File: config.mk
export PLATFORM = sky130hd
export DESIGN_NAME = aacr_pos_pipe
export DESIGN_NICKNAME = d
export VERILOG_FILES = /design/src/sv/ascii_art_cell_renderer_macros.svh /design/src/sv/aacr_pkg.sv /design/src/sv/aacr_pos_pipe.sv
export SDC_FILE = /design/constraint.sdc
export NUM_CORES = 2
export LEC_CHECK = 0
export ABC_AREA = 1
export BUFFER_PORTS_ARGS = -buffer_cell sky130_fd_sc_hd__buf_2
export CORE_MARGIN = 2
export CORE_UTILIZATION = 50
export DETAILED_ROUTE_END_ITERATION = 10
export HOLD_SLACK_MARGIN = 0.1
export PLACE_DENSITY = 0.76
export SETUP_SLACK_MARGIN = 0.5
export SLEW_MARGIN = 20
export SYNTH_ARGS = -nofsm -noshare
export SYNTH_HDL_FRONTEND = slang
export SYNTH_SLANG_ARGS = --single-unit
File: constraint.sdc
create_clock -name clk -period 3.8 [get_ports clk]
set_input_delay 0.38 -clock clk [delete_from_list [all_inputs] [get_ports clk]]
set_output_delay 0.38 -clock clk [all_outputs]
set_load 0.05 [all_outputs]
File: src/sv/ascii_art_cell_renderer_macros.svh
// ----------------------------------------------------------------------------
// ascii_art_cell_renderer_macros
// assertion helpers shared by the renderer rtl, clocked on clk, off in reset
// ----------------------------------------------------------------------------
`ifndef ASCII_ART_CELL_RENDERER_MACROS_SVH
`define ASCII_ART_CELL_RENDERER_MACROS_SVH

// same-cycle implication
`define AACR_ASSERT_IMPL(label, cond, prop, msg) \
  label: assert property (@(posedge clk) disable iff (rst) (cond) |-> (prop)) else $error(msg);

// next-cycle implication
`define AACR_ASSERT_NEXT(label, cond, prop, msg) \
  label: assert property (@(posedge clk) disable iff (rst) (cond) |=> (prop)) else $error(msg);

`endif

File: src/sv/aacr_pkg.sv
// ----------------------------------------------------------------------------
// aacr_pkg
// shared widths, register indexes, luma constants and the glyph table
// ----------------------------------------------------------------------------
`timescale 1ns / 1ps
`default_nettype none

package aacr_pkg;

  // configuration port
  localparam int CFG_INDEX_W = 2;
  localparam int CFG_DATA_W  = 10;

  localparam logic [CFG_INDEX_W-1:0] CFG_IMAGE_WIDTH  = 2'd0;
  localparam logic [CFG_INDEX_W-1:0] CFG_IMAGE_HEIGHT = 2'd1;
  localparam logic [CFG_INDEX_W-1:0] CFG_CELL_COLUMNS = 2'd2;
  localparam logic [CFG_INDEX_W-1:0] CFG_CELL_ROWS    = 2'd3;

  // register widths and reset values
  localparam int IMG_W_W = 10;
  localparam int IMG_H_W = 9;
  localparam int COLS_W  = 8;
  localparam int ROWS_W  = 7;

  localparam logic [IMG_W_W-1:0] IMAGE_WIDTH_RST  = 10'd320;
  localparam logic [IMG_H_W-1:0] IMAGE_HEIGHT_RST = 9'd240;
  localparam logic [COLS_W-1:0]  CELL_COLUMNS_RST = 8'd120;
  localparam logic [ROWS_W-1:0]  CELL_ROWS_RST    = 7'd40;

  // word field widths
  localparam int PX_W    = 9;
  localparam int PY_W    = 8;
  localparam int COL_W   = 7;
  localparam int ROW_W   = 6;
  localparam int COLOR_W = 8;
  localparam int RGB_W   = 3 * COLOR_W;
  localparam int CHAR_W  = 7;
  localparam int LEVEL_W = 4;

  // store geometry defaults
  localparam int DEFAULT_MAX_IMAGE_WIDTH  = 512;
  localparam int DEFAULT_MAX_IMAGE_HEIGHT = 256;

  // sample position divider: (2*idx+1)*size / (2*count)
  localparam int NUM_W_X = COL_W + 1 + IMG_W_W;
  localparam int NUM_W_Y = ROW_W + 1 + IMG_H_W;
  localparam int NUM_W   = (NUM_W_X > NUM_W_Y) ? NUM_W_X : NUM_W_Y;
  localparam int DEN_W_X = COLS_W + 1;
  localparam int DEN_W_Y = ROWS_W + 1;
  localparam int DEN_W   = (DEN_W_X > DEN_W_Y) ? DEN_W_X : DEN_W_Y;

  // luma and level
  localparam int LUMA_R_WT  = 299;
  localparam int LUMA_G_WT  = 587;
  localparam int LUMA_B_WT  = 114;
  localparam int LUMA_DIV   = 1000;
  localparam int LEVEL_DIV  = 18;
  localparam int LEVEL_MAX  = 14;
  localparam int LUMA_SUM_W =
    $clog2((LUMA_R_WT + LUMA_G_WT + LUMA_B_WT) * (2 ** COLOR_W - 1) + 1);

  typedef struct packed {
    logic render;
    logic write;
  } aacr_op_t;

  typedef struct packed {
    logic [PX_W-1:0]  px;
    logic [PY_W-1:0]  py;
    logic [RGB_W-1:0] rgb;
  } aacr_wr_t;

  // glyph ramp from darkest to lightest
  function automatic logic [CHAR_W-1:0] glyph(input logic [LEVEL_W-1:0] lvl);
    logic [CHAR_W-1:0] c;
    unique case (lvl)
      4'd0:    c = 7'h4D; // M
      4'd1:    c = 7'h4E; // N
      4'd2:    c = 7'h48; // H
      4'd3:    c = 7'h51; // Q
      4'd4:    c = 7'h24; // $
      4'd5:    c = 7'h4F; // O
      4'd6:    c = 7'h43; // C
      4'd7:    c = 7'h3F; // ?
      4'd8:    c = 7'h37; // 7
      4'd9:    c = 7'h3E; // >
      4'd10:   c = 7'h21; // !
      4'd11:   c = 7'h3A; // :
      4'd12:   c = 7'h2D; // -
      4'd13:   c = 7'h3B; // ;
      default: c = 7'h2E; // .
    endcase
    return c;
  endfunction

endpackage

`default_nettype wire

File: src/sv/aacr_pos_pipe.sv
// ----------------------------------------------------------------------------
// aacr_pos_pipe
// pipelined restoring divider pair for the x and y sample positions,
// one quotient bit per stage, write words ride along unchanged
// ----------------------------------------------------------------------------
`timescale 1ns / 1ps
`default_nettype none

module aacr_pos_pipe #(
  parameter int NUM_W = aacr_pkg::NUM_W,
  parameter int DEN_W = aacr_pkg::DEN_W
) (
  input  wire logic              clk,
  input  wire logic              rst,
  input  wire aacr_pkg::aacr_op_t in_op,
  input  wire aacr_pkg::aacr_wr_t in_wr,
  input  wire logic [NUM_W-1:0]  num_x,
  input  wire logic [NUM_W-1:0]  num_y,
  input  wire logic [DEN_W-1:0]  den_x,
  input  wire logic [DEN_W-1:0]  den_y,
  output aacr_pkg::aacr_op_t      out_op,
  output aacr_pkg::aacr_wr_t      out_wr,
  output logic      [NUM_W-1:0]  quo_x,
  output logic      [NUM_W-1:0]  quo_y
);

  aacr_pkg::aacr_op_t op_q [NUM_W+1];
  aacr_pkg::aacr_wr_t wr_q [NUM_W+1];
  logic [NUM_W-1:0]   wx_q [NUM_W+1];
  logic [NUM_W-1:0]   wy_q [NUM_W+1];
  logic [DEN_W-1:0]   rx_q [NUM_W+1];
  logic [DEN_W-1:0]   ry_q [NUM_W+1];

  // shift one dividend bit into the remainder, one quotient bit into work
  function automatic logic [DEN_W+NUM_W-1:0] div_step(
    input logic [DEN_W-1:0] rem,
    input logic [NUM_W-1:0] work,
    input logic [DEN_W-1:0] den
  );
    logic [DEN_W:0] trial;
    logic [DEN_W:0] diff;
    logic           ge;
    trial = {rem, work[NUM_W-1]};
    diff  = trial - {1'b0, den};
    ge    = (trial >= {1'b0, den});
    return ge ? {diff[DEN_W-1:0], work[NUM_W-2:0], 1'b1}
              : {trial[DEN_W-1:0], work[NUM_W-2:0], 1'b0};
  endfunction

  assign op_q[0] = in_op;
  assign wr_q[0] = in_wr;
  assign wx_q[0] = num_x;
  assign wy_q[0] = num_y;
  assign rx_q[0] = '0;
  assign ry_q[0] = '0;

  for (genvar k = 1; k <= NUM_W; k++) begin : g_stage
    always_ff @(posedge clk) begin
      if (rst) begin
        op_q[k] <= '0;
      end else begin
        op_q[k] <= op_q[k-1];
      end
      wr_q[k] <= wr_q[k-1];
      {rx_q[k], wx_q[k]} <= div_step(rx_q[k-1], wx_q[k-1], den_x);
      {ry_q[k], wy_q[k]} <= div_step(ry_q[k-1], wy_q[k-1], den_y);
    end
  end

  assign out_op = op_q[NUM_W];
  assign out_wr = wr_q[NUM_W];
  assign quo_x  = wx_q[NUM_W];
  assign quo_y  = wy_q[NUM_W];

endmodule

`default_nettype wire

==> impl_metrics.json <==
{
  "outcome": "complete, no violations",
  "crit_start": "den_y[7]",
  "min_period_ns": 2.38,
  "cts_sinks": 1728,
  "fin_tns_setup_ns": 0,
  "die_footprint_um2": 115000,
  "tightest_slew_ns": 0.761,
  "core-area_um2": 111000,
  "yosysSeqAreaShare_pct": 61.7,
  "via_count": 36400,
  "wirelength_mm": 108,
  "finalHoldWorstSlack_ns": 0.164,
  "placedCellCount": 7361,
  "final.period_utilization_pct": 62.7,
  "fillerInstances": 8992,
  "rsz_0062_raised_after_global_routing": "no",
  "tritoncts.num_buffers": 164,
  "antenna_violations_before_repair": 4,
  "postLayoutCoreUtil_pct": 58.5,
  "worst_ir_drop_vdd_uv": 662,
  "yosys.area_share.xor_xnor_pct": 1.53,
  "critPathLaunchType": "primary input",
  "detailedRoute.firstPassIterationCount": 6,
  "drv_cap": 0,
  "cts-hold-fix-buffers": 94,
  "die_h_um": 339,
  "rd_place_congestion": 0.900,
  "slew_headroom_pct": 49.2,
  "cts_root_buf": "clkbuf_16",
  "stdcell_count": 7766,
  "r2r_start": "wy_q[287]",
  "min-delay-start": "den_x[2]",
  "post_synth_and_or_nand_nor_area_fraction_pct": 20.9,
  "maximum_clock_skew_at_final_layout_ns": 0.0605,
  "power.static_leakage_uw": 0.0323,
  "nNetsFinal": 6574,
  "cts_setup_buffers": 0,
  "layout-area-overhead-vs-synth_pct": 15.9,
  "critical_path.endpoint_type": "flip-flop",
  "grt_pass1_wl_mm": 176,
  "multi_input_area_um2": 17900,
  "cts_buffer_depth": 3,
  "num_io_pins": 178,
  "max_transition_viols_final": 0,
  "final-setup-viol-count": 0,
  "synth.avg_cell_area_um2": 9.65,
  "count_of_unresolved_drc_violations_after_routing": 0,
  "global_route.usage.total_pct": 18.8,
  "drt-vias-per-instance": 4.69,
  "synth_compound_gate_area_share_pct": 1.52,
  "final_hold_viol_count": 0,
  "routed_wire_length_per_instance_um": 13.9,
  "synth_cell_types": 32,
  "ys_warn_count": 0,
  "max_freq_mhz": 420,
  "cts_tree": "yes",
  "grt_pass1_vias": 35700,
  "netlist_instances": 5806,
  "worst_ep_arrival_time_ns": 3.05,
  "hpwlAfterDp_mm": 68.4,
  "clk_latency_ns": 0.79,
  "hp-class": "in2reg",
  "worst_ep_required_ns": 4.47,
  "initial_utilization_pct": 50.5,
  "largest_family_of_logic_cells_by_synthesized_area": "simple AND/OR/NAND/NOR gates",
  "grt_max_degree": 38,
  "power.density_cell_area_nw_per_um2": 836,
  "drt.antenna.violating_nets": 0,
  "post_route_cells_drive_above_1_share_pct": 9.96,
  "crit_type": "in2reg",
  "floorplan.rows": 122,
  "grt_remaining_overflow": 0,
  "port_buffers": 177,
  "muxShareOfSynthArea_pct": 0,
  "cts.repair.resized": 0,
  "post_synthesis_net_count": 6247,
  "dr.first_iter.drc_count": 1963,
  "regArea_um2": 34600,
  "r2r_setup_slack_ns": 1.85,
  "floorplan.die.width_um": 339,
  "syn-cell-area_um2": 56100,
  "cts-htree-levels": 4,
  "worst_setup_hold_path_clk_slew_ns": 0.06,
  "flip_flop_and_latch_count_after_synthesis": 1728,
  "share_of_synthesized_cell_area_in_full_adder_half_adder_and_majority_cells_pct": 8.06,
  "critPathMaxFanout": 10
}
-- cell families after synthesis --
| logic type | Yosys count |
|---|---|
| buf+inv | 817 |
| fa+ha+maj | 342 |
| xor+xnor | 98 |
| flops | 1728 |
| simple gates | 2654 |
| compound gates | 167 |
-- final timing paths --
check	endpoint	cells past startpoint
worst max-delay path	ry_q[44]	12
worst min-delay path	rx_q[160]	5
worst max register to register	ry_q[132]	10
worst min register to register	wr_q[655]	0
-- cell usage after synthesis --
| cell type | count | area share (%) |
|---|---|---|
| a21boi_0 | 2 | 0.027 |
| a21o_1 | 1 | 0.013 |
| a21oi_1 | 156 | 1.4 |
| a21oi_2 | 2 | 0.031 |
| and2_1 | 12 | 0.13 |
| and2_4 | 1 | 0.016 |
| buf_2 | 30 | 0.27 |
| buf_4 | 79 | 1.1 |
| buf_6 | 15 | 0.30 |
| clkbuf_1 | 5 | 0.033 |
| dfxtp_1 | 1728 | 62 |
| fa_1 | 32 | 1.1 |
| ha_1 | 310 | 6.9 |
| inv_1 | 687 | 4.6 |
| inv_2 | 1 | 0.0067 |
| nand2_1 | 1670 | 11 |
| nand2_2 | 49 | 0.55 |
| nand2_4 | 19 | 0.38 |
| nand2_8 | 13 | 0.46 |
| nand3_1 | 560 | 5.0 |
| nand3b_1 | 20 | 0.27 |
| nand4_1 | 70 | 0.78 |
| nor2_1 | 141 | 0.94 |
| nor2_2 | 30 | 0.33 |
| nor2_4 | 17 | 0.34 |
| nor3_1 | 38 | 0.34 |
| nor3_2 | 1 | 0.018 |
| o211ai_1 | 1 | 0.013 |
| o21ai_0 | 4 | 0.036 |
| o21ai_1 | 1 | 0.0089 |
| or2_2 | 13 | 0.15 |
| xor2_1 | 98 | 1.5 |
-- state kept, by name, summed over array words and instances, names as in the netlist --
name / cells
out_wr: 41
quo_x: 18
wy_q: 306
ry_q: 153
quo_y: 18
op_q: 34
wr_q: 697
rx_q: 153
wx_q: 306
out_op: 2
-- report_power, final --
part	switching, uW	internal, uW	leakage (uW)
Sequential	1540	21200	0.0145
Combinational	9140	5130	0.0149
Clock	7250	9990	0.00285
Total	17900	36400	0.0323
-- routing by layer --
metal  vias to the layer above  track usage, %  share of wire (%)  wire, um
met5                         -               0                  0         0
met4                         0            7.81                3.6      3850
met3                       277            3.56                4.6      5010
met2                       832            32.5                 48     51900
met1                     16500            23.0                 44     47200
li1                      18800               -                  -         -
-- worst max-delay path, cell delays in order --
cell           delay [ns]
dlygate4sd3_1        0.53
buf_2                0.13
inv_1                0.44
buf_4                0.28
ha_1                 0.29
nand2_1              0.09
nand2_1              0.06
a21oi_1              0.12
and2_1               0.45
nand2_8              0.11
nand2_1              0.09
nand2_1              0.06
-- cell type report --
class / count / share of cell area (%)
clock buffers: 222 / 7.12
multi-input cells: 3261 / 27.6
flip-flops and latches: 1728 / 53.3
diodes: 2 / 0.00771
repair buffers: 290 / 3.07
well taps: 1488 / 2.87
inverters: 688 / 3.98
clock inverters: 87 / 2.06
-- cell usage in the layout (no fill, tap or decap), types with 17 or more instances in the layout --
master / count
nor3_1: 38
nor2_1: 141
a21oi_1: 156
xor2_1: 98
dlygate4sd3_1: 94
nand2_2: 49
nand2_4: 19
clkbuf_1: 28
nand3b_1: 20
ha_1: 310
clkinv_2: 20
clkbuf_8: 30
bufinv_16: 18
dfxtp_1: 1728
nor2_4: 17
buf_4: 17
fa_1: 32
nor2_2: 30
nand4_1: 70
nand2_1: 1670
buf_2: 177
nand3_1: 560
inv_1: 685
clkbuf_16: 164
-- through the flow --
stage	setup WS, ns	cell area [um^2]	total power, uW
6_report	1.42	64900	54300
3_5_place_dp	1.10	58000	37100
3_3_place_gp	1.19	58000	36800
5_1_grt	1.29	64900	57800
4_1_cts	1.50	64900	54700
2_1_floorplan	1.18	56100	34200
Note: power is estimated with default switching activity, not from simulation.
